File: config.mk
export PLATFORM = sky130hd
export DESIGN_NAME = gated_frequency_counter_7seg_flat
export DESIGN_NICKNAME = d
export VERILOG_FILES = /design/src/rtl/gfc7_pkg.sv /design/src/rtl/gfc7_ifs.sv /design/src/rtl/gated_frequency_counter_7seg.sv /design/src/rtl/gfc7_gate.sv /design/src/rtl/gfc7_disp.sv /design/src/flat_wrapper.sv
export SDC_FILE = /design/constraint.sdc
export NUM_CORES = 1
export LEC_CHECK = 0
export BUFFER_PORTS_ARGS = -buffer_cell sky130_fd_sc_hd__buf_4
export CORE_MARGIN = 1.5
export CORE_UTILIZATION = 65
export CTS_CLUSTER_SIZE = 28
export DETAILED_ROUTE_END_ITERATION = 12
export HOLD_SLACK_MARGIN = 0.15
export PLACE_DENSITY = 0.86
export SLEW_MARGIN = 20
export SYNTH_ARGS = -nofsm -noshare
export SYNTH_HDL_FRONTEND = slang
export SYNTH_SLANG_ARGS = --single-unit
File: constraint.sdc
create_clock -name clk_i -period 26.2 [get_ports clk_i]
set_input_delay 3.93 -clock clk_i [delete_from_list [all_inputs] [get_ports clk_i]]
set_output_delay 3.93 -clock clk_i [all_outputs]
set_load 0.005 [all_outputs]
File: src/rtl/gfc7_pkg.sv
// Shared constants, types and the seven-segment decoder of the gated frequency counter.
`default_nettype none

package gfc7_pkg;

  localparam int unsigned SAMPLE_BITS_DEF = 12;
  localparam int unsigned GATE_BITS_DEF   = 24;

  // Configuration port
  localparam int unsigned CFG_IDX_BITS  = 2;
  localparam int unsigned CFG_DATA_BITS = 32;
  typedef logic [CFG_IDX_BITS-1:0] cfg_idx_t;
  localparam cfg_idx_t CFG_THRESHOLD    = cfg_idx_t'(0);
  localparam cfg_idx_t CFG_GATE_SAMPLES = cfg_idx_t'(1);

  // Reset values: the threshold sits at 33 percent of full scale, rounded.
  localparam int unsigned THRESH_PCT  = 33;
  localparam int unsigned PCT_SCALE   = 100;
  localparam int unsigned GATE_RESET  = 1000000;

  // Result fields
  localparam int unsigned FREQ_BITS  = 10;
  localparam int unsigned DIGIT_BITS = 4;
  localparam int unsigned SEG_BITS   = 7;
  localparam logic [FREQ_BITS-1:0] FREQ_MAX = FREQ_BITS'(999);

  // Decimal split by reciprocal multiplication, exact for the ranges used here.
  localparam int unsigned DIV100_MUL   = 41;
  localparam int unsigned DIV100_SHIFT = 12;
  localparam int unsigned DIV10_MUL    = 205;
  localparam int unsigned DIV10_SHIFT  = 11;
  localparam int unsigned HUNDRED      = 100;
  localparam int unsigned TEN          = 10;

  typedef struct packed {
    logic [FREQ_BITS-1:0] freq;
    logic                 over;
  } meas_t;

  typedef logic [DIGIT_BITS-1:0] digit_t;
  typedef logic [SEG_BITS-1:0]   seg_t;

  // Segment a is bit 0, segment g is bit 6.
  function automatic seg_t seg7(input digit_t d);
    seg_t s;
    unique case (d)
      digit_t'(0): s = seg_t'(7'h3F);
      digit_t'(1): s = seg_t'(7'h06);
      digit_t'(2): s = seg_t'(7'h5B);
      digit_t'(3): s = seg_t'(7'h4F);
      digit_t'(4): s = seg_t'(7'h66);
      digit_t'(5): s = seg_t'(7'h6D);
      digit_t'(6): s = seg_t'(7'h7D);
      digit_t'(7): s = seg_t'(7'h07);
      digit_t'(8): s = seg_t'(7'h7F);
      digit_t'(9): s = seg_t'(7'h6F);
      default:     s = '0;
    endcase
    return s;
  endfunction

endpackage

`default_nettype wire

File: src/rtl/gfc7_ifs.sv
// Valid/ready channel interfaces for samples, results and configuration writes.
`default_nettype none

interface gfc7_sample_if #(
  parameter int unsigned SAMPLE_BITS = gfc7_pkg::SAMPLE_BITS_DEF
);
  logic                   valid;
  logic                   ready;
  logic [SAMPLE_BITS-1:0] sample;

  modport source (output valid, output sample, input ready);
  modport sink   (input valid, input sample, output ready);
endinterface

interface gfc7_result_if;
  logic                                valid;
  logic                                ready;
  logic [gfc7_pkg::FREQ_BITS-1:0]      frequency;
  logic                                overrange;
  logic [gfc7_pkg::DIGIT_BITS-1:0]     digit_hundreds;
  logic [gfc7_pkg::DIGIT_BITS-1:0]     digit_tens;
  logic [gfc7_pkg::DIGIT_BITS-1:0]     digit_ones;
  logic [gfc7_pkg::SEG_BITS-1:0]       seg_hundreds;
  logic [gfc7_pkg::SEG_BITS-1:0]       seg_tens;
  logic [gfc7_pkg::SEG_BITS-1:0]       seg_ones;

  modport source (output valid, output frequency, output overrange, output digit_hundreds,
                  output digit_tens, output digit_ones, output seg_hundreds,
                  output seg_tens, output seg_ones, input ready);
  modport sink   (input valid, input frequency, input overrange, input digit_hundreds,
                  input digit_tens, input digit_ones, input seg_hundreds,
                  input seg_tens, input seg_ones, output ready);
endinterface

interface gfc7_cfg_if;
  logic                                 valid;
  logic                                 ready;
  logic [gfc7_pkg::CFG_IDX_BITS-1:0]    index;
  logic [gfc7_pkg::CFG_DATA_BITS-1:0]   data;

  modport source (output valid, output index, output data, input ready);
  modport sink   (input valid, input index, input data, output ready);
endinterface

`default_nettype wire

File: src/rtl/gated_frequency_counter_7seg.sv
// Gated frequency counter top level: configuration registers and the two processing stages.
//
// Usage: converter samples arrive on sample_i, one per transfer. Each sample is compared
// with the threshold; a change of side counts one crossing. After gate_samples samples the
// block sends one result on result_o: half the crossing count saturated at 999, the
// overrange flag, three decimal digits and their seven-segment codes. Counters then clear;
// the level flag carries over into the next gate. Samples that do not close a gate give no
// result.
// Configuration: cfg_i writes threshold (index 0) or gate_samples (index 1); other indexes
// are ignored. The port is always ready. The user must make writes only while no gate result
// is pending; the block itself does not enforce this. Throughput: one sample per cycle unless
// a stall (below) holds the sample that closes a gate. A result passes through the input
// register, then the measurement register, then the display output register.
// Reset: threshold 1352, gate_samples 1000000, counters zero, level flag low, no result.
// Stall: the output register holds its result while result_o.ready is low and one more
// result waits in the measurement register; samples keep flowing until one that closes a
// gate finds both full, and only then does sample_i.ready drop.
`default_nettype none

module gated_frequency_counter_7seg #(
  parameter int unsigned SAMPLE_BITS = gfc7_pkg::SAMPLE_BITS_DEF,
  parameter int unsigned GATE_BITS   = gfc7_pkg::GATE_BITS_DEF
) (
  input  logic          clk_i,
  input  logic          rst_ni,
  gfc7_sample_if.sink   sample_i,
  gfc7_result_if.source result_o,
  gfc7_cfg_if.sink      cfg_i
);

  localparam logic [SAMPLE_BITS-1:0] THRESH_RST = SAMPLE_BITS'(
      ((2 ** SAMPLE_BITS) * gfc7_pkg::THRESH_PCT + gfc7_pkg::PCT_SCALE / 2) /
      gfc7_pkg::PCT_SCALE);
  localparam logic [GATE_BITS-1:0] GATE_RST = GATE_BITS'(gfc7_pkg::GATE_RESET);

  logic [SAMPLE_BITS-1:0] threshold_q, threshold_d;
  logic [GATE_BITS-1:0]   gate_q, gate_d;

  logic                   meas_valid;
  logic                   meas_ready;
  gfc7_pkg::meas_t        meas;

  assign cfg_i.ready = 1'b1;

  always_comb begin
    threshold_d = threshold_q;
    gate_d      = gate_q;
    if (cfg_i.valid) begin
      unique case (cfg_i.index)
        gfc7_pkg::CFG_THRESHOLD:    threshold_d = cfg_i.data[SAMPLE_BITS-1:0];
        gfc7_pkg::CFG_GATE_SAMPLES: gate_d      = cfg_i.data[GATE_BITS-1:0];
        default: begin
        end
      endcase
    end
  end

  always_ff @(posedge clk_i or negedge rst_ni) begin
    if (!rst_ni) begin
      threshold_q <= THRESH_RST;
      gate_q      <= GATE_RST;
    end else begin
      threshold_q <= threshold_d;
      gate_q      <= gate_d;
    end
  end

  gfc7_gate #(
    .SAMPLE_BITS (SAMPLE_BITS),
    .GATE_BITS   (GATE_BITS)
  ) u_gate (
    .clk_i          (clk_i),
    .rst_ni         (rst_ni),
    .sample_i       (sample_i),
    .threshold_i    (threshold_q),
    .gate_samples_i (gate_q),
    .meas_valid_o   (meas_valid),
    .meas_ready_i   (meas_ready),
    .meas_o         (meas)
  );

  gfc7_disp u_disp (
    .clk_i        (clk_i),
    .rst_ni       (rst_ni),
    .meas_valid_i (meas_valid),
    .meas_ready_o (meas_ready),
    .meas_i       (meas),
    .result_o     (result_o)
  );

endmodule

`default_nettype wire

File: src/rtl/gfc7_gate.sv
// Input register, crossing detector, gate counters and saturated frequency register.
`default_nettype none

module gfc7_gate #(
  parameter int unsigned SAMPLE_BITS = gfc7_pkg::SAMPLE_BITS_DEF,
  parameter int unsigned GATE_BITS   = gfc7_pkg::GATE_BITS_DEF
) (
  input  logic                   clk_i,
  input  logic                   rst_ni,
  gfc7_sample_if.sink            sample_i,
  input  logic [SAMPLE_BITS-1:0] threshold_i,
  input  logic [GATE_BITS-1:0]   gate_samples_i,
  output logic                   meas_valid_o,
  input  logic                   meas_ready_i,
  output gfc7_pkg::meas_t        meas_o
);

  localparam int unsigned HALF_W =
      (GATE_BITS > gfc7_pkg::FREQ_BITS) ? GATE_BITS : gfc7_pkg::FREQ_BITS;

  logic                   in_valid_q, in_valid_d;
  logic [SAMPLE_BITS-1:0] sample_q;
  logic                   level_q, level_d;
  logic [GATE_BITS:0]     cross_q, cross_d;
  logic [GATE_BITS-1:0]   cnt_q, cnt_d;
  logic                   meas_valid_q, meas_valid_d;
  gfc7_pkg::meas_t        meas_q;

  logic                   accept;
  logic                   cross_hit;
  logic [GATE_BITS:0]     cross_inc;
  logic [GATE_BITS-1:0]   cnt_inc;
  logic                   gate_end;
  logic [HALF_W-1:0]      half_ext;
  gfc7_pkg::meas_t        meas_new;
  logic                   meas_free;
  logic                   step;

  // A crossing is counted when the wave reaches the threshold from the side the flag marks.
  assign cross_hit = (!level_q && (sample_q >= threshold_i)) ||
                     (level_q && (sample_q <= threshold_i));
  assign cross_inc = cross_q + (GATE_BITS + 1)'(cross_hit);
  assign cnt_inc   = cnt_q + GATE_BITS'(1);
  // A zero gate length makes every sample close a gate, which this compare covers.
  assign gate_end  = (cnt_inc == '0) || (cnt_inc >= gate_samples_i);

  assign half_ext      = HALF_W'(cross_inc[GATE_BITS:1]);
  assign meas_new.over = half_ext > HALF_W'(gfc7_pkg::FREQ_MAX);
  assign meas_new.freq = meas_new.over ? gfc7_pkg::FREQ_MAX
                                       : half_ext[gfc7_pkg::FREQ_BITS-1:0];

  // Only a sample that closes a gate has to wait for room in the measurement register.
  assign meas_free      = !meas_valid_q || meas_ready_i;
  assign step           = in_valid_q && (!gate_end || meas_free);
  assign sample_i.ready = !in_valid_q || step;
  assign accept         = sample_i.valid && sample_i.ready;

  always_comb begin
    in_valid_d   = accept || (in_valid_q && !step);
    level_d      = level_q;
    cross_d      = cross_q;
    cnt_d        = cnt_q;
    meas_valid_d = meas_valid_q && !meas_ready_i;
    if (step) begin
      level_d = level_q ^ cross_hit;
      if (gate_end) begin
        cross_d      = '0;
        cnt_d        = '0;
        meas_valid_d = 1'b1;
      end else begin
        cross_d = cross_inc;
        cnt_d   = cnt_inc;
      end
    end
  end

  always_ff @(posedge clk_i or negedge rst_ni) begin
    if (!rst_ni) begin
      in_valid_q   <= 1'b0;
      level_q      <= 1'b0;
      cross_q      <= '0;
      cnt_q        <= '0;
      meas_valid_q <= 1'b0;
    end else begin
      in_valid_q   <= in_valid_d;
      level_q      <= level_d;
      cross_q      <= cross_d;
      cnt_q        <= cnt_d;
      meas_valid_q <= meas_valid_d;
    end
  end

  always_ff @(posedge clk_i) begin
    if (accept) begin
      sample_q <= sample_i.sample;
    end
    if (step && gate_end) begin
      meas_q <= meas_new;
    end
  end

  assign meas_valid_o = meas_valid_q;
  assign meas_o       = meas_q;

  a_gate_clears: assert property (@(posedge clk_i) disable iff (!rst_ni)
    step && gate_end |=> (cnt_q == '0) && (cross_q == '0))
    else $error("counters not cleared after a gate closed");

  a_hold_when_idle: assert property (@(posedge clk_i) disable iff (!rst_ni)
    !step |=> $stable(cnt_q) && $stable(cross_q) && $stable(level_q))
    else $error("gate state moved without a processed sample");

  a_level_tracks_count: assert property (@(posedge clk_i) disable iff (!rst_ni)
    step && !gate_end |=> ((level_q != $past(level_q)) == (cross_q != $past(cross_q))))
    else $error("level flag and crossing count disagree");

endmodule

`default_nettype wire

File: src/rtl/gfc7_disp.sv
// Decimal digit split, seven-segment decode and the output register.
`default_nettype none

module gfc7_disp (
  input  logic            clk_i,
  input  logic            rst_ni,
  input  logic            meas_valid_i,
  output logic            meas_ready_o,
  input  gfc7_pkg::meas_t meas_i,
  gfc7_result_if.source   result_o
);

  localparam int unsigned HPROD_W = gfc7_pkg::DIGIT_BITS + gfc7_pkg::DIV100_SHIFT;
  localparam int unsigned REM_W   = 7;
  localparam int unsigned TPROD_W = gfc7_pkg::DIGIT_BITS + gfc7_pkg::DIV10_SHIFT;

  logic                              out_valid_q, out_valid_d;
  logic [gfc7_pkg::FREQ_BITS-1:0]    freq_q;
  logic                              over_q;
  gfc7_pkg::digit_t                  dig_h_q, dig_t_q, dig_o_q;
  gfc7_pkg::seg_t                    seg_h_q, seg_t_q, seg_o_q;

  logic                              load;
  logic [HPROD_W-1:0]                h_prod;
  gfc7_pkg::digit_t                  dig_h;
  logic [REM_W-1:0]                  rem;
  logic [TPROD_W-1:0]                t_prod;
  gfc7_pkg::digit_t                  dig_t;
  gfc7_pkg::digit_t                  dig_o;

  assign meas_ready_o = !out_valid_q || result_o.ready;
  assign load         = meas_valid_i && meas_ready_o;

  // freq / 100 and rem / 10 via multiply-and-shift; both are exact below 1000 and 160.
  assign h_prod = HPROD_W'(meas_i.freq) * HPROD_W'(gfc7_pkg::DIV100_MUL);
  assign dig_h  = h_prod[gfc7_pkg::DIV100_SHIFT +: gfc7_pkg::DIGIT_BITS];
  assign rem    = REM_W'(meas_i.freq - gfc7_pkg::FREQ_BITS'(dig_h) *
                         gfc7_pkg::FREQ_BITS'(gfc7_pkg::HUNDRED));
  assign t_prod = TPROD_W'(rem) * TPROD_W'(gfc7_pkg::DIV10_MUL);
  assign dig_t  = t_prod[gfc7_pkg::DIV10_SHIFT +: gfc7_pkg::DIGIT_BITS];
  assign dig_o  = gfc7_pkg::DIGIT_BITS'(rem - REM_W'(dig_t) * REM_W'(gfc7_pkg::TEN));

  assign out_valid_d = load || (out_valid_q && !result_o.ready);

  always_ff @(posedge clk_i or negedge rst_ni) begin
    if (!rst_ni) begin
      out_valid_q <= 1'b0;
    end else begin
      out_valid_q <= out_valid_d;
    end
  end

  always_ff @(posedge clk_i) begin
    if (load) begin
      freq_q  <= meas_i.freq;
      over_q  <= meas_i.over;
      dig_h_q <= dig_h;
      dig_t_q <= dig_t;
      dig_o_q <= dig_o;
      seg_h_q <= gfc7_pkg::seg7(dig_h);
      seg_t_q <= gfc7_pkg::seg7(dig_t);
      seg_o_q <= gfc7_pkg::seg7(dig_o);
    end
  end

  assign result_o.valid          = out_valid_q;
  assign result_o.frequency      = freq_q;
  assign result_o.overrange      = over_q;
  assign result_o.digit_hundreds = dig_h_q;
  assign result_o.digit_tens     = dig_t_q;
  assign result_o.digit_ones     = dig_o_q;
  assign result_o.seg_hundreds   = seg_h_q;
  assign result_o.seg_tens       = seg_t_q;
  assign result_o.seg_ones       = seg_o_q;

  a_over_saturates: assert property (@(posedge clk_i) disable iff (!rst_ni)
    out_valid_q && over_q |-> freq_q == gfc7_pkg::FREQ_MAX)
    else $error("overrange set without a saturated frequency");

  a_digits_match: assert property (@(posedge clk_i) disable iff (!rst_ni)
    out_valid_q |-> (gfc7_pkg::FREQ_BITS'(dig_h_q) * gfc7_pkg::FREQ_BITS'(gfc7_pkg::HUNDRED) +
                     gfc7_pkg::FREQ_BITS'(dig_t_q) * gfc7_pkg::FREQ_BITS'(gfc7_pkg::TEN) +
                     gfc7_pkg::FREQ_BITS'(dig_o_q)) == freq_q)
    else $error("decimal digits do not add up to the frequency");

  a_digits_decimal: assert property (@(posedge clk_i) disable iff (!rst_ni)
    out_valid_q |-> (dig_h_q <= gfc7_pkg::digit_t'(9)) && (dig_t_q <= gfc7_pkg::digit_t'(9)) &&
                    (dig_o_q <= gfc7_pkg::digit_t'(9)))
    else $error("digit out of decimal range");

endmodule

`default_nettype wire

File: src/flat_wrapper.sv
// flat-port wrapper written by rule: the top's interface ports become plain ports
module gated_frequency_counter_7seg_flat 
#(
  parameter int unsigned SAMPLE_BITS = gfc7_pkg::SAMPLE_BITS_DEF,
  parameter int unsigned GATE_BITS   = gfc7_pkg::GATE_BITS_DEF
)
  (clk_i, rst_ni, sample_i_valid, sample_i_sample, sample_i_ready, result_o_valid, result_o_frequency, result_o_overrange, result_o_digit_hundreds, result_o_digit_tens, result_o_digit_ones, result_o_seg_hundreds, result_o_seg_tens, result_o_seg_ones, result_o_ready, cfg_i_valid, cfg_i_index, cfg_i_data, cfg_i_ready);
  gfc7_sample_if #(.SAMPLE_BITS(SAMPLE_BITS)) sample_i_i ();
  gfc7_result_if result_o_i ();
  gfc7_cfg_if cfg_i_i ();
  input  logic clk_i;
  input  logic rst_ni;
  input wire logic [$bits(sample_i_i.valid)-1:0] sample_i_valid;
  input wire logic [$bits(sample_i_i.sample)-1:0] sample_i_sample;
  output wire logic [$bits(sample_i_i.ready)-1:0] sample_i_ready;
  output wire logic [$bits(result_o_i.valid)-1:0] result_o_valid;
  output wire logic [$bits(result_o_i.frequency)-1:0] result_o_frequency;
  output wire logic [$bits(result_o_i.overrange)-1:0] result_o_overrange;
  output wire logic [$bits(result_o_i.digit_hundreds)-1:0] result_o_digit_hundreds;
  output wire logic [$bits(result_o_i.digit_tens)-1:0] result_o_digit_tens;
  output wire logic [$bits(result_o_i.digit_ones)-1:0] result_o_digit_ones;
  output wire logic [$bits(result_o_i.seg_hundreds)-1:0] result_o_seg_hundreds;
  output wire logic [$bits(result_o_i.seg_tens)-1:0] result_o_seg_tens;
  output wire logic [$bits(result_o_i.seg_ones)-1:0] result_o_seg_ones;
  input wire logic [$bits(result_o_i.ready)-1:0] result_o_ready;
  input wire logic [$bits(cfg_i_i.valid)-1:0] cfg_i_valid;
  input wire logic [$bits(cfg_i_i.index)-1:0] cfg_i_index;
  input wire logic [$bits(cfg_i_i.data)-1:0] cfg_i_data;
  output wire logic [$bits(cfg_i_i.ready)-1:0] cfg_i_ready;
  assign sample_i_i.valid = sample_i_valid;
  assign sample_i_i.sample = sample_i_sample;
  assign sample_i_ready = sample_i_i.ready;
  assign result_o_valid = result_o_i.valid;
  assign result_o_frequency = result_o_i.frequency;
  assign result_o_overrange = result_o_i.overrange;
  assign result_o_digit_hundreds = result_o_i.digit_hundreds;
  assign result_o_digit_tens = result_o_i.digit_tens;
  assign result_o_digit_ones = result_o_i.digit_ones;
  assign result_o_seg_hundreds = result_o_i.seg_hundreds;
  assign result_o_seg_tens = result_o_i.seg_tens;
  assign result_o_seg_ones = result_o_i.seg_ones;
  assign result_o_i.ready = result_o_ready;
  assign cfg_i_i.valid = cfg_i_valid;
  assign cfg_i_i.index = cfg_i_index;
  assign cfg_i_i.data = cfg_i_data;
  assign cfg_i_ready = cfg_i_i.ready;
  gated_frequency_counter_7seg #(.SAMPLE_BITS(SAMPLE_BITS), .GATE_BITS(GATE_BITS)) u_core (.clk_i(clk_i), .rst_ni(rst_ni), .sample_i(sample_i_i), .result_o(result_o_i), .cfg_i(cfg_i_i));
endmodule
==> qor_table.md, run 1 <==
| Group | Parameter | Value |
| --- | --- | --- |
| run status | Run status | finished, final reports clean |
| floorplanning | Die Area | 16500 um2 |
| finish | Non-Filler Cell Area, Final | 11600 um2 |
| finish | Multi-input logic area | 5430 um2 |
| clock network | Buffer levels on the longest clock path | 2 |
| worst setup path | Most common cell on crit path | ha_1 |
| clock network | Clock sink count | 155 |
| synth | Top-count cell post-synth | ha_1 |
| floorplanning | Floorplan die height | 128 um |
| synth | Leading cell types by count after synthesis | 126 x ha_1, 99 x inv_1, 78 x dfrtp_1 |
| synth | Share of Yosys cell area claimed by the top area cell type | 19.4% |
| synth | Synthesized netlist cell count | 982 |
| clock network | CTS tree | yes |
| synth | Number of synthesis warnings | 0 |
| floorplanning | Top-level port count | 98 |
| synth | Mean Syn Cell Area | 10.4 um2 |
| sta | Unrepaired setup endpoints after global routing | false |
| placed design | Quantity of I/O buffers inserted on ports | 88 |
| clock network | Number of buffers added to fix hold violations after cts | 0 |
| flow run | Max-cap viol count | 0 |
| clock network | Clock latency of the later-clocked register in the worst-skew pair | 0.43 ns |
| hold path | Tightest Hold Check Type | reg2reg |
| sta | Final Hold Fails | 0 |
| worst setup path | Worst endpoint data arrival time | 10.62 ns |
| floorplanning | Number of standard-cell rows in the floorplan | 45 |
| clock network | Number of clock buffers inserted by TritonCTS | 17 |
| worst setup path | Worst Setup Path Type | reg2reg |
| sta | Endpoints failing setup | 0 |
| global routing | Total global routing overflow | 0 |
| global routing | Antenna violations before repair | 0 |
| placed design | Cell area after placement | 11000 um2 |
| finish | Fraction of final layout cells with drive strength greater than 1 | 17.2% |
| worst setup path | Startpoint Class | flop |
| finish | Layout fillers | 992 |
| floorplanning | Die Span X | 128 um |
| synth | Number of flip-flops and latches in the synthesized netlist | 155 |
| drt | 1st-iter DRT viols | 662 |
| floorplanning | Starting Density | 67.0% |
| worst setup path | CP endpoint kind | flop |
| sta | Slew HR | 22.9% |
| synth | Leading cell types by total area after synthesis | edfxtp_1 19%, dfrtp_1 19%, ha_1 15% |
| worst setup path | Crit path largest cell delay | 0.69 ns |
| placed design | Routability cong. | 0.880 |
| sta | Worst setup skew after layout | 0.0105 ns |
| synth | Cell type with the largest total area after synthesis | edfxtp_1 |
| clock network | Clk pin slew, worst setup/hold paths | 0.06 ns |
| synth | Top FF cell, synth | dfrtp_1 |
| finish | Sequential cell area | 4220 um2 |
| drt | Detailed-route DRC error count | 0 |
| global routing | Pin count of the biggest net entering global routing | 62 |
| clock network | Cell at the root of the clock tree | clkbuf_16 |
| sta | Minimum period implied by the final worst setup slack | 10.43 ns |
| global routing | Overall track demand over capacity in global routing | 27.1% |
| finish | Area delta synth->final | 13.8% |
| drt | Detailed-route via count | 7573 |
| sta | Pins over their slew limit | 0 |
| clock network | Depth of the CTS H-tree | 4 |
| drt | Average detailed-routed wire length per instance | 16.3 um |
| worst setup path | CP max FO | 9 |
| finish | ANT cells | 0 |
| clock network | Count of cells resized by post-cts repair | 0 |
| global routing | Vias in the first global route | 7424 |
| sta | Final total negative setup slack | 0 ns |
| synth | Library cells used by synthesis | 69 |
| sta | Share of the clock period used by the worst path | 39.8% |
| drt | Pre-Repair DR Iteration Count | 5 |
| placed design | HPWL after DPL | 14.5 mm |
| synth | Share of flip-flops with an asynchronous set or reset | 57.4% |
| drt | Count of nets left with antenna violations after detail routing | 0 |
| synth | Portion of the post-synthesis area used by sequential elements | 41.3% |
| synth | Count of flip-flops with a built-in enable after synthesis | 66 |
| floorplanning | Core region area | 15300 um2 |
| sta | Highest Clock Rate | 95.8 MHz |
| sta | Transition at the pin with the smallest max-transition slack | 1.15 ns |
| drt | Final WL | 20.8 mm |
| drt | Routed via count divided by cell count | 5.91 |
| synth | Synthesized cell area | 10200 um2 |
| worst setup path | Cell with the biggest individual delay on the critical path | xor2_1 |
| synth | Post-Synthesis Net Count | 1173 |
| worst setup path | Data required time of the worst path | 26.39 ns |
| global routing | Wire length of the first global-routing pass | 35.2 mm |
| clock network | Post-CTS setup buffer count | 0 |
| finish | Number of nets in the layout | 1248 |
[cells by family (layout without fill, tap and decap cells)]
| kind of cell | Yosys count | count (layout) | share of synthesized area [%] |
|---|---|---|---|
| compound gates | 184 | 184 | 12.0 |
| xor+xnor | 54 | 54 | 4.70 |
| fa+ha+maj | 142 | 142 | 18.4 |
| buf+inv | 139 | 227 | 5.61 |
| flops | 155 | 155 | 41.3 |
| mux | 37 | 37 | 3.97 |
| other cells | 1 | 1 | 0.0367 |
| simple gates | 270 | 270 | 14.0 |
[area by class of cell]
class | instances | share of cell area, %
inverter | 100 | 3.23
multi-input combinational | 688 | 46.7
clock inverter | 13 | 1.33
clock buffer | 19 | 3.99
timing repair buffer | 95 | 6.20
sequential | 155 | 36.3
tap | 211 | 2.27
[registers in the layout, indices dropped and copies added (netlist names), 3 cells and up]
register and count:
u_core.gate_q 24, u_core.u_disp.result_o.digit_hundreds 4, u_core.u_gate.cross_q 25, u_core.u_disp.result_o.digit_ones 3, u_core.u_disp.result_o.frequency 10, u_core.u_disp.result_o.digit_tens 4, u_core.u_disp.result_o.seg_hundreds 7, u_core.u_gate.meas_o 11
u_core.u_gate.cnt_q 24, u_core.u_gate.sample_q 12, u_core.u_disp.result_o.seg_ones 7, u_core.u_disp.result_o.seg_tens 7, u_core.threshold_q 12
[worst max-delay path, delay by kind of cell (launching register included)]
kind | cells | cell delay (ns)
AOI/OAI and AO/OA | 8 | 2.05
xor gates and xnor gates | 6 | 2.18
adders and majority gates | 12 | 4.38
buffers and inverters | 4 | 0.49
DFF | 1 | 0.54
muxes | 1 | 0.17
and+or+nand+nor | 2 | 0.38
[stage by stage]
stage,util (%),worst slack (ns),hold WS [ns],instances
final,76.2,15.77,0.420,1281
after global routing,76.2,15.15,0.449,1281
after CTS,76.1,15.80,0.420,1280
after floorplan,-,17.06,0.400,982
after global placement,72.1,16.15,0.407,1248
after detailed placement,72.1,15.96,0.405,1248
[cell usage in the layout, fill, tap and decap left out, drive strengths merged, types with 3 or more instances in the layout]
cell type / count
ha: 126
o21ai: 40
or3: 6
a211oi: 7
clkinv: 7
a31oi: 6
nand3: 31
nor3: 39
o22ai: 10
a22o: 5
xnor2: 33
nand3b: 3
and2: 6
fa: 14
edfxtp: 66
and3: 20
nand2b: 7
a21oi: 45
o21a: 4
nor3b: 4
dfstp: 11
clkbuf: 19
nand4: 18
o211ai: 3
inv: 104
dfrtp: 78
o2bb2ai: 25
or2: 5
nor4: 10
mux2i: 9
buf: 95
a21o: 20
nand2: 63
mux2: 28
xor2: 21
or4: 3
nor2b: 11
nor2: 38
[metal layers]
metal / up-vias / GRT usage [%] / part of all wire [%]
met5: - / 0 / 0
met4: 0 / 9.19 / 1.5
met3: 25 / 4.16 / 3.8
met2: 186 / 48.3 / 52
met1: 3689 / 33.8 / 43
li1: 3673 / - / -
[final timing paths]
| kind | from | to | slack [ns] | cells past startpoint |
|---|---|---|---|---|
| worst min-delay path | u_core.u_gate.meas_o[0]$_DFFE_PP_ | u_core.u_disp.result_o.overrange$_DFFE_PP_ | 0.42 | 0 |
| worst max-delay path | u_core.u_gate.meas_o[5]$_SDFFCE_PP0P_ | u_core.u_disp.result_o.seg_ones[3]$_DFFE_PP_ | 15.77 | 33 |
| max in group asynchronous | rst_ni | u_core.u_gate.cnt_q[18]$_DFFE_PN0P_ | 21.66 | 2 |
| worst max register to register | u_core.u_gate.meas_o[5]$_SDFFCE_PP0P_ | u_core.u_disp.result_o.seg_ones[3]$_DFFE_PP_ | 15.77 | 33 |
| worst min register to register | u_core.u_gate.meas_o[0]$_DFFE_PP_ | u_core.u_disp.result_o.overrange$_DFFE_PP_ | 0.42 | 0 |
| min in group asynchronous | rst_ni | u_core.u_gate.cross_q[24]$_DFFE_PN0P_ | 3.42 | 1 |
Power of run 1 is left out: the tool's default activity adds up to more than one toggle a clock period on the data nets, which glitch-free logic cannot reach.
==> run 2, diff against run 1 <==
CORE_UTILIZATION = 55   (was 65)
PLACE_DENSITY = 0.78   (was 0.86)
clock period = 8.75 ns   (was 26.2 ns; I/O delays follow)
==> qor_table.md, run 2 (synthesis results as in run 1) <==
| Group | Parameter | Value |
| --- | --- | --- |
| run status | Run status | finished, violations left |
| run status | Violations in the final reports | DRC |
| finish | Max FFs per register | 25 |
| sta | Final hold slack | 0.483 ns |
| floorplanning | Die Span X | 139 um |
| global routing | Antenna violations before repair | 0 |
| placed design | Placed Cells incl. Taps | 1286 |
| sta | Pins over their slew limit | 0 |
| placed design | Routability cong. | 0.862 |
| worst setup path | CP endpoint kind | flop |
| finish | Register with the most flip-flops | u_core.u_gate.cross_q |
| worst setup path | Reg2reg end | u_core.u_disp.result_o.seg_ones[3]$_DFFE_PP_ |
| sta | Minimum period implied by the final worst setup slack | 8.61 ns |
| placed design | Quantity of I/O buffers inserted on ports | 88 |
| finish | Most frequent standard cell in the layout excluding fill and tap cells | buf_4 |
| finish | Area delta synth->final | 19.1% |
| clock network | Clock latency of the later-clocked register in the worst-skew pair | 0.44 ns |
| global routing | Pin count of the biggest net entering global routing | 55 |
| drt | Count of nets left with antenna violations after detail routing | 0 |
| floorplanning | Number of standard-cell rows in the floorplan | 49 |
| worst setup path | Most common cell on crit path | ha_1 |
| sta | Final Hold Fails | 0 |
| global routing | Overall track demand over capacity in global routing | 22.1% |
| clock network | Buffer levels on the longest clock path | 2 |
| finish | Number of cells in the finished layout apart from fillers | 1332 |
| worst setup path | Crit path largest cell delay | 0.50 ns |
| global routing | Wire length of the first global-routing pass | 35.0 mm |
| worst setup path | Data required time of the worst path | 8.94 ns |
| drt | Pre-Repair DR Iteration Count | 12 |
| drt | Routed via count divided by cell count | 5.74 |
| sta | Transition at the pin with the smallest max-transition slack | 1.04 ns |
| finish | Number of nets in the layout | 1281 |
| floorplanning | Floorplan die height | 139 um |
| worst setup path | Flop2flop setup slack | 0.14 ns |
| worst setup path | Startpoint Class | flop |
| sta | Share of the clock period used by the worst path | 98.3% |
| floorplanning | Core region area | 18100 um2 |
| placed design | Worst slack at placement | -0.119 ns |
| worst setup path | CP max FO | 6 |
| sta | Post-layout worst setup margin | 0.145 ns |
| clock network | Cell at the root of the clock tree | clkbuf_16 |
| floorplanning | Top-level port count | 98 |
| clock network | Number of clock buffers inserted by TritonCTS | 17 |
| sta | Endpoints failing setup | 0 |
| floorplanning | Die Area | 19400 um2 |
| clock network | Clock sink count | 155 |
| sta | Worst setup skew after layout | 0.0122 ns |
| finish | ANT cells | 0 |
| worst setup path | CP endpoint | u_core.u_disp.result_o.seg_ones[3]$_DFFE_PP_ |
| drt | 1st-iter DRT viols | 409 |
| global routing | Vias in the first global route | 7383 |
| finish | Layout fillers | 1333 |
| drt | Detailed-route via count | 7643 |
| global routing | Total global routing overflow | 0 |
| worst setup path | Source of the critical timing path | u_core.u_gate.meas_o[6]$_SDFFCE_PP1P_ |
| finish | Util after Layout | 67.3% |
| finish | Registers with the most flip-flops | u_core.u_gate.cross_q: 25 flops, u_core.gate_q: 24 flops, u_core.u_gate.cnt_q: 24 flops |
| worst setup path | Worst endpoint data arrival time | 8.79 ns |
| worst setup path | Worst Setup Path Type | reg2reg |
| worst setup path | Cell with the biggest individual delay on the critical path | fa_1 |
| flow run | Max-cap viol count | 0 |
| drt | Final WL | 21.6 mm |
| finish | Fraction of final layout cells with drive strength greater than 1 | 22.8% |
| finish | Commonest non-fill, non-tap cells in the layout | 127 x buf_4, 116 x ha_1, 98 x inv_1 |
| floorplanning | Starting Density | 56.5% |
| placed design | HPWL after DPL | 14.7 mm |
| drt | Average detailed-routed wire length per instance | 16.2 um |
| clock network | CTS tree | yes |
| drt | Detailed-route DRC error count | 9 |
| worst setup path | Source of the worst register-to-register timing path | u_core.u_gate.meas_o[6]$_SDFFCE_PP1P_ |
| worst setup path | Depth of the most critical reg-to-reg path | 35 |
| clock network | Number of buffers added to fix hold violations after cts | 0 |
| clock network | Clk pin slew, worst setup/hold paths | 0.07 ns |
| sta | Slew HR | 30.6% |
| hold path | Tightest Hold Check Type | reg2reg |
| sta | Highest Clock Rate | 116 MHz |
| clock network | Depth of the CTS H-tree | 4 |
run 2: cell types whose count changed in the layout (fill, tap and decap cells not counted), sizes merged:
cell and delta:
buf +33, bufinv -1, clkbuf -2, clkinv -1, inv +4
run 2: layout make-up:
cell class	instances	area (um2)	area share (%)
multi-input combinational	688	5700	46.8
tap	229	287	2.35
inverter	100	375	3.08
clock inverter	15	195	1.60
clock buffer	17	425	3.50
sequential	155	4220	34.7
timing repair buffer	128	965	7.93
run 2: how the worst min path moves through the flow:
stage	from	end	slack (ns)	cells past startpoint
2_1_floorplan	u_core.u_gate.meas_o[0]$_DFFE_PP_	u_core.u_disp.result_o.overrange$_DFFE_PP_	0.40	0
3_3_place_gp	u_core.u_gate.meas_valid_o$_DFF_PN0_	u_core.u_disp.result_o.valid$_DFF_PN0_	0.46	1
3_5_place_dp	u_core.u_gate.meas_o[0]$_DFFE_PP_	u_core.u_disp.result_o.overrange$_DFFE_PP_	0.45	0
4_1_cts	u_core.u_gate.meas_o[0]$_DFFE_PP_	u_core.u_disp.result_o.overrange$_DFFE_PP_	0.47	0
5_1_grt	u_core.u_gate.meas_o[0]$_DFFE_PP_	u_core.u_disp.result_o.overrange$_DFFE_PP_	0.48	0
6_report	u_core.u_gate.meas_o[0]$_DFFE_PP_	u_core.u_disp.result_o.overrange$_DFFE_PP_	0.48	0
run 2: through the flow:
stage	cell area, um2	TNS, ns
after floorplan	10300	0
after global placement	11200	0
after detailed placement	11200	-0.187
after CTS	11900	0
after global routing	12200	-0.602
final	12200	0
run 2: worst max-delay path, delay by kind of cell, from the launching register on:
family          cells  cell delay (ns)
xor+xnor            6             1.06
simple gates        2             0.42
mux                 1             0.16
fa+ha+maj          13             4.23
flops               1             0.40
compound gates      7             1.47
buf+inv             6             0.61
run 2: layer usage:
| metal | GRT usage, % | vias to the layer above | wire length (um) |
|---|---|---|---|
| li1 | - | 3745 | - |
| met1 | 28.9 | 3653 | 9410 |
| met2 | 37.5 | 204 | 10700 |
| met3 | 3.51 | 41 | 993 |
| met4 | 7.39 | 0 | 468 |
| met5 | 0 | - | 0 |
run 2: timing repair:
item                                    4_1_cts  5_1_grt
gates resized for setup                       4       27
endpoints found under the setup margin        4        9
pin swaps                                     3       22
setup buffers                                 3       10
Power of run 2 is left out for the same reason.
==> run 3, diff against run 2 <==
clock period = 7.3 ns   (was 8.75 ns; I/O delays follow)
==> qor_table.md, run 3 (synthesis results as in run 1) <==
| Group | Parameter | Value |
| --- | --- | --- |
| run status | Run status | finished, violations left |
| run status | Violations in the final reports | DRC, setup timing |
| drt | Pre-Repair DR Iteration Count | 9 |
| drt | Final WL | 23.0 mm |
| global routing | Total global routing overflow | 0 |
| worst setup path | Reg2reg end | u_core.u_disp.result_o.seg_ones[3]$_DFFE_PP_ |
| drt | Average detailed-routed wire length per instance | 16.7 um |
| sta | Highest Clock Rate | 120 MHz |
| worst setup path | Source of the critical timing path | u_core.u_gate.meas_o[5]$_SDFFCE_PP0P_ |
| floorplanning | Starting Density | 56.5% |
| placed design | Quantity of I/O buffers inserted on ports | 88 |
| global routing | Antenna violations before repair | 0 |
| sta | Post-layout worst setup margin | -1.02 ns |
| drt | Routed via count divided by cell count | 5.75 |
| placed design | Cell area after placement | 11700 um2 |
| finish | Max FFs per register | 25 |
| floorplanning | Number of standard-cell rows in the floorplan | 49 |
| finish | Multi-input logic area | 5960 um2 |
| sta | Endpoints failing setup | 19 |
| sta | Final Hold Fails | 0 |
| finish | Most frequent standard cell in the layout excluding fill and tap cells | buf_4 |
| placed design | Routability cong. | 0.853 |
| drt | Detailed-route DRC error count | 10 |
| clock network | Clock sink count | 155 |
| sta | Pins over their slew limit | 0 |
| floorplanning | Die Area | 19400 um2 |
| worst setup path | Startpoint Class | flop |
| clock network | Depth of the CTS H-tree | 4 |
| finish | Sequential cell area | 4220 um2 |
| worst setup path | Worst Setup Path Type | reg2reg |
| global routing | Vias in the first global route | 7710 |
| sta | Minimum period implied by the final worst setup slack | 8.32 ns |
| drt | Detailed-route via count | 7940 |
| clock network | Buffer levels on the longest clock path | 2 |
| finish | Area delta synth->final | 25.8% |
| global routing | Overall track demand over capacity in global routing | 23.4% |
| worst setup path | Worst endpoint data arrival time | 8.52 ns |
| clock network | Number of buffers added to fix hold violations after cts | 0 |
| finish | Non-Filler Cell Area, Final | 12900 um2 |
| placed design | HPWL after DPL | 15.7 mm |
| finish | Registers with the most flip-flops | u_core.u_gate.cross_q: 25 flops, u_core.gate_q: 24 flops, u_core.u_gate.cnt_q: 24 flops |
| worst setup path | Depth of the most critical reg-to-reg path | 35 |
| worst setup path | Source of the worst register-to-register timing path | u_core.u_gate.meas_o[5]$_SDFFCE_PP0P_ |
| floorplanning | Core region area | 18100 um2 |
| sta | Slew HR | 15.8% |
| worst setup path | Cell with the biggest individual delay on the critical path | fa_2 |
| clock network | Cell at the root of the clock tree | clkbuf_16 |
| clock network | Number of clock buffers inserted by TritonCTS | 17 |
| floorplanning | Die Span X | 139 um |
| floorplanning | Floorplan die height | 139 um |
| global routing | Wire length of the first global-routing pass | 36.9 mm |
| finish | Register with the most flip-flops | u_core.u_gate.cross_q |
| worst setup path | Data required time of the worst path | 7.49 ns |
| sta | Transition at the pin with the smallest max-transition slack | 1.25 ns |
| clock network | CTS tree | yes |
| worst setup path | CP endpoint | u_core.u_disp.result_o.seg_ones[3]$_DFFE_PP_ |
| finish | Commonest non-fill, non-tap cells in the layout | 167 x buf_4, 107 x ha_1, 89 x inv_1 |
| drt | 1st-iter DRT viols | 535 |
| finish | Number of nets in the layout | 1330 |
| worst setup path | CP endpoint kind | flop |
| global routing | Pin count of the biggest net entering global routing | 49 |
| clock network | Clk pin slew, worst setup/hold paths | 0.08 ns |
| drt | Count of nets left with antenna violations after detail routing | 0 |
| worst setup path | CP max FO | 3 |
| floorplanning | Top-level port count | 98 |
| clock network | Clock latency of the later-clocked register in the worst-skew pair | 0.44 ns |
| sta | Final total negative setup slack | -15.41 ns |
| finish | Layout fillers | 1240 |
| finish | ANT cells | 0 |
| hold path | Tightest Hold Check Type | reg2reg |
| finish | Fraction of final layout cells with drive strength greater than 1 | 29.3% |
| sta | Share of the clock period used by the worst path | 114% |
| worst setup path | Flop2flop setup slack | -1.02 ns |
| sta | Unrepaired setup endpoints after global routing | true |
| flow run | Max-cap viol count | 0 |
| worst setup path | Crit path largest cell delay | 0.51 ns |
| hold path | Hold Path Stages | 0 |
| sta | Worst setup skew after layout | 0.0149 ns |
-- run 3: cell count changes in the layout (fill, tap and decap cells not counted), sizes merged --
cell | before | now
inv | 108 | 105
clkinvlp | 0 | 2
clkinv | 6 | 8
bufinv | 1 | 0
buf | 128 | 177
-- run 3: layer usage --
metal / global-route usage, % / share of wire (%)
met4: 7.11 / 2.0
met2: 41.6 / 51
met1: 29.5 / 43
met3: 3.48 / 3.9
met5: 0 / 0
-- run 3: critical path, delay by kind of cell, from the launching register on --
family	cells	cell delay [ns]
xor gates and xnor gates	6	0.88
and+or+nand+nor	2	0.37
adders and majority gates	13	4.11
AOI/OAI and AO/OA	7	1.50
buffers and inverters	6	0.55
muxes	1	0.16
DFF	1	0.49
-- run 3: through the flow --
stage               instances  hold slack (ns)  utilization [%]  setup slack, ns
floorplan                 982            0.400                -            -1.11
global placement         1330            0.455             64.6           -0.977
detailed placement       1330            0.466             64.6            -1.15
CTS                      1368            0.480             69.3           -0.869
global route             1381            0.487             71.1            -1.29
finish                   1381            0.479             71.1            -1.02
-- run 3: layout make-up --
| cell class | count | area share, % |
|---|---|---|
| Clock inverter | 15 | 1.53 |
| Multi-Input combinational cell | 688 | 46.3 |
| Tap cell | 229 | 2.23 |
| Clock buffer | 17 | 3.31 |
| Timing Repair Buffer | 177 | 10.7 |
| Sequential cell | 155 | 32.9 |
| Inverter | 100 | 3.00 |
-- run 3: repair_timing --
action | in CTS | in global routing
setup endpoints to repair | 19 | 20
buffers inserted | 6 | 14
endpoints found under the hold margin | 0 | 0
pin swaps | 16 | 22
resized for setup | 32 | 40
-- run 3: how the worst min path moves through the flow --
stage	from	endpoint	slack, ns
3_3_place_gp	u_core.u_gate.meas_valid_o$_DFF_PN0_	u_core.u_disp.result_o.valid$_DFF_PN0_	0.45
4_1_cts	u_core.u_gate.meas_o[0]$_DFFE_PP_	u_core.u_disp.result_o.overrange$_DFFE_PP_	0.48
2_1_floorplan	u_core.u_gate.meas_o[0]$_DFFE_PP_	u_core.u_disp.result_o.overrange$_DFFE_PP_	0.40
5_1_grt	u_core.u_gate.meas_o[0]$_DFFE_PP_	u_core.u_disp.result_o.overrange$_DFFE_PP_	0.49
6_report	u_core.u_gate.meas_o[0]$_DFFE_PP_	u_core.u_disp.result_o.overrange$_DFFE_PP_	0.48
3_5_place_dp	u_core.u_gate.meas_o[0]$_DFFE_PP_	u_core.u_disp.result_o.overrange$_DFFE_PP_	0.47
Power of run 3 is left out for the same reason.
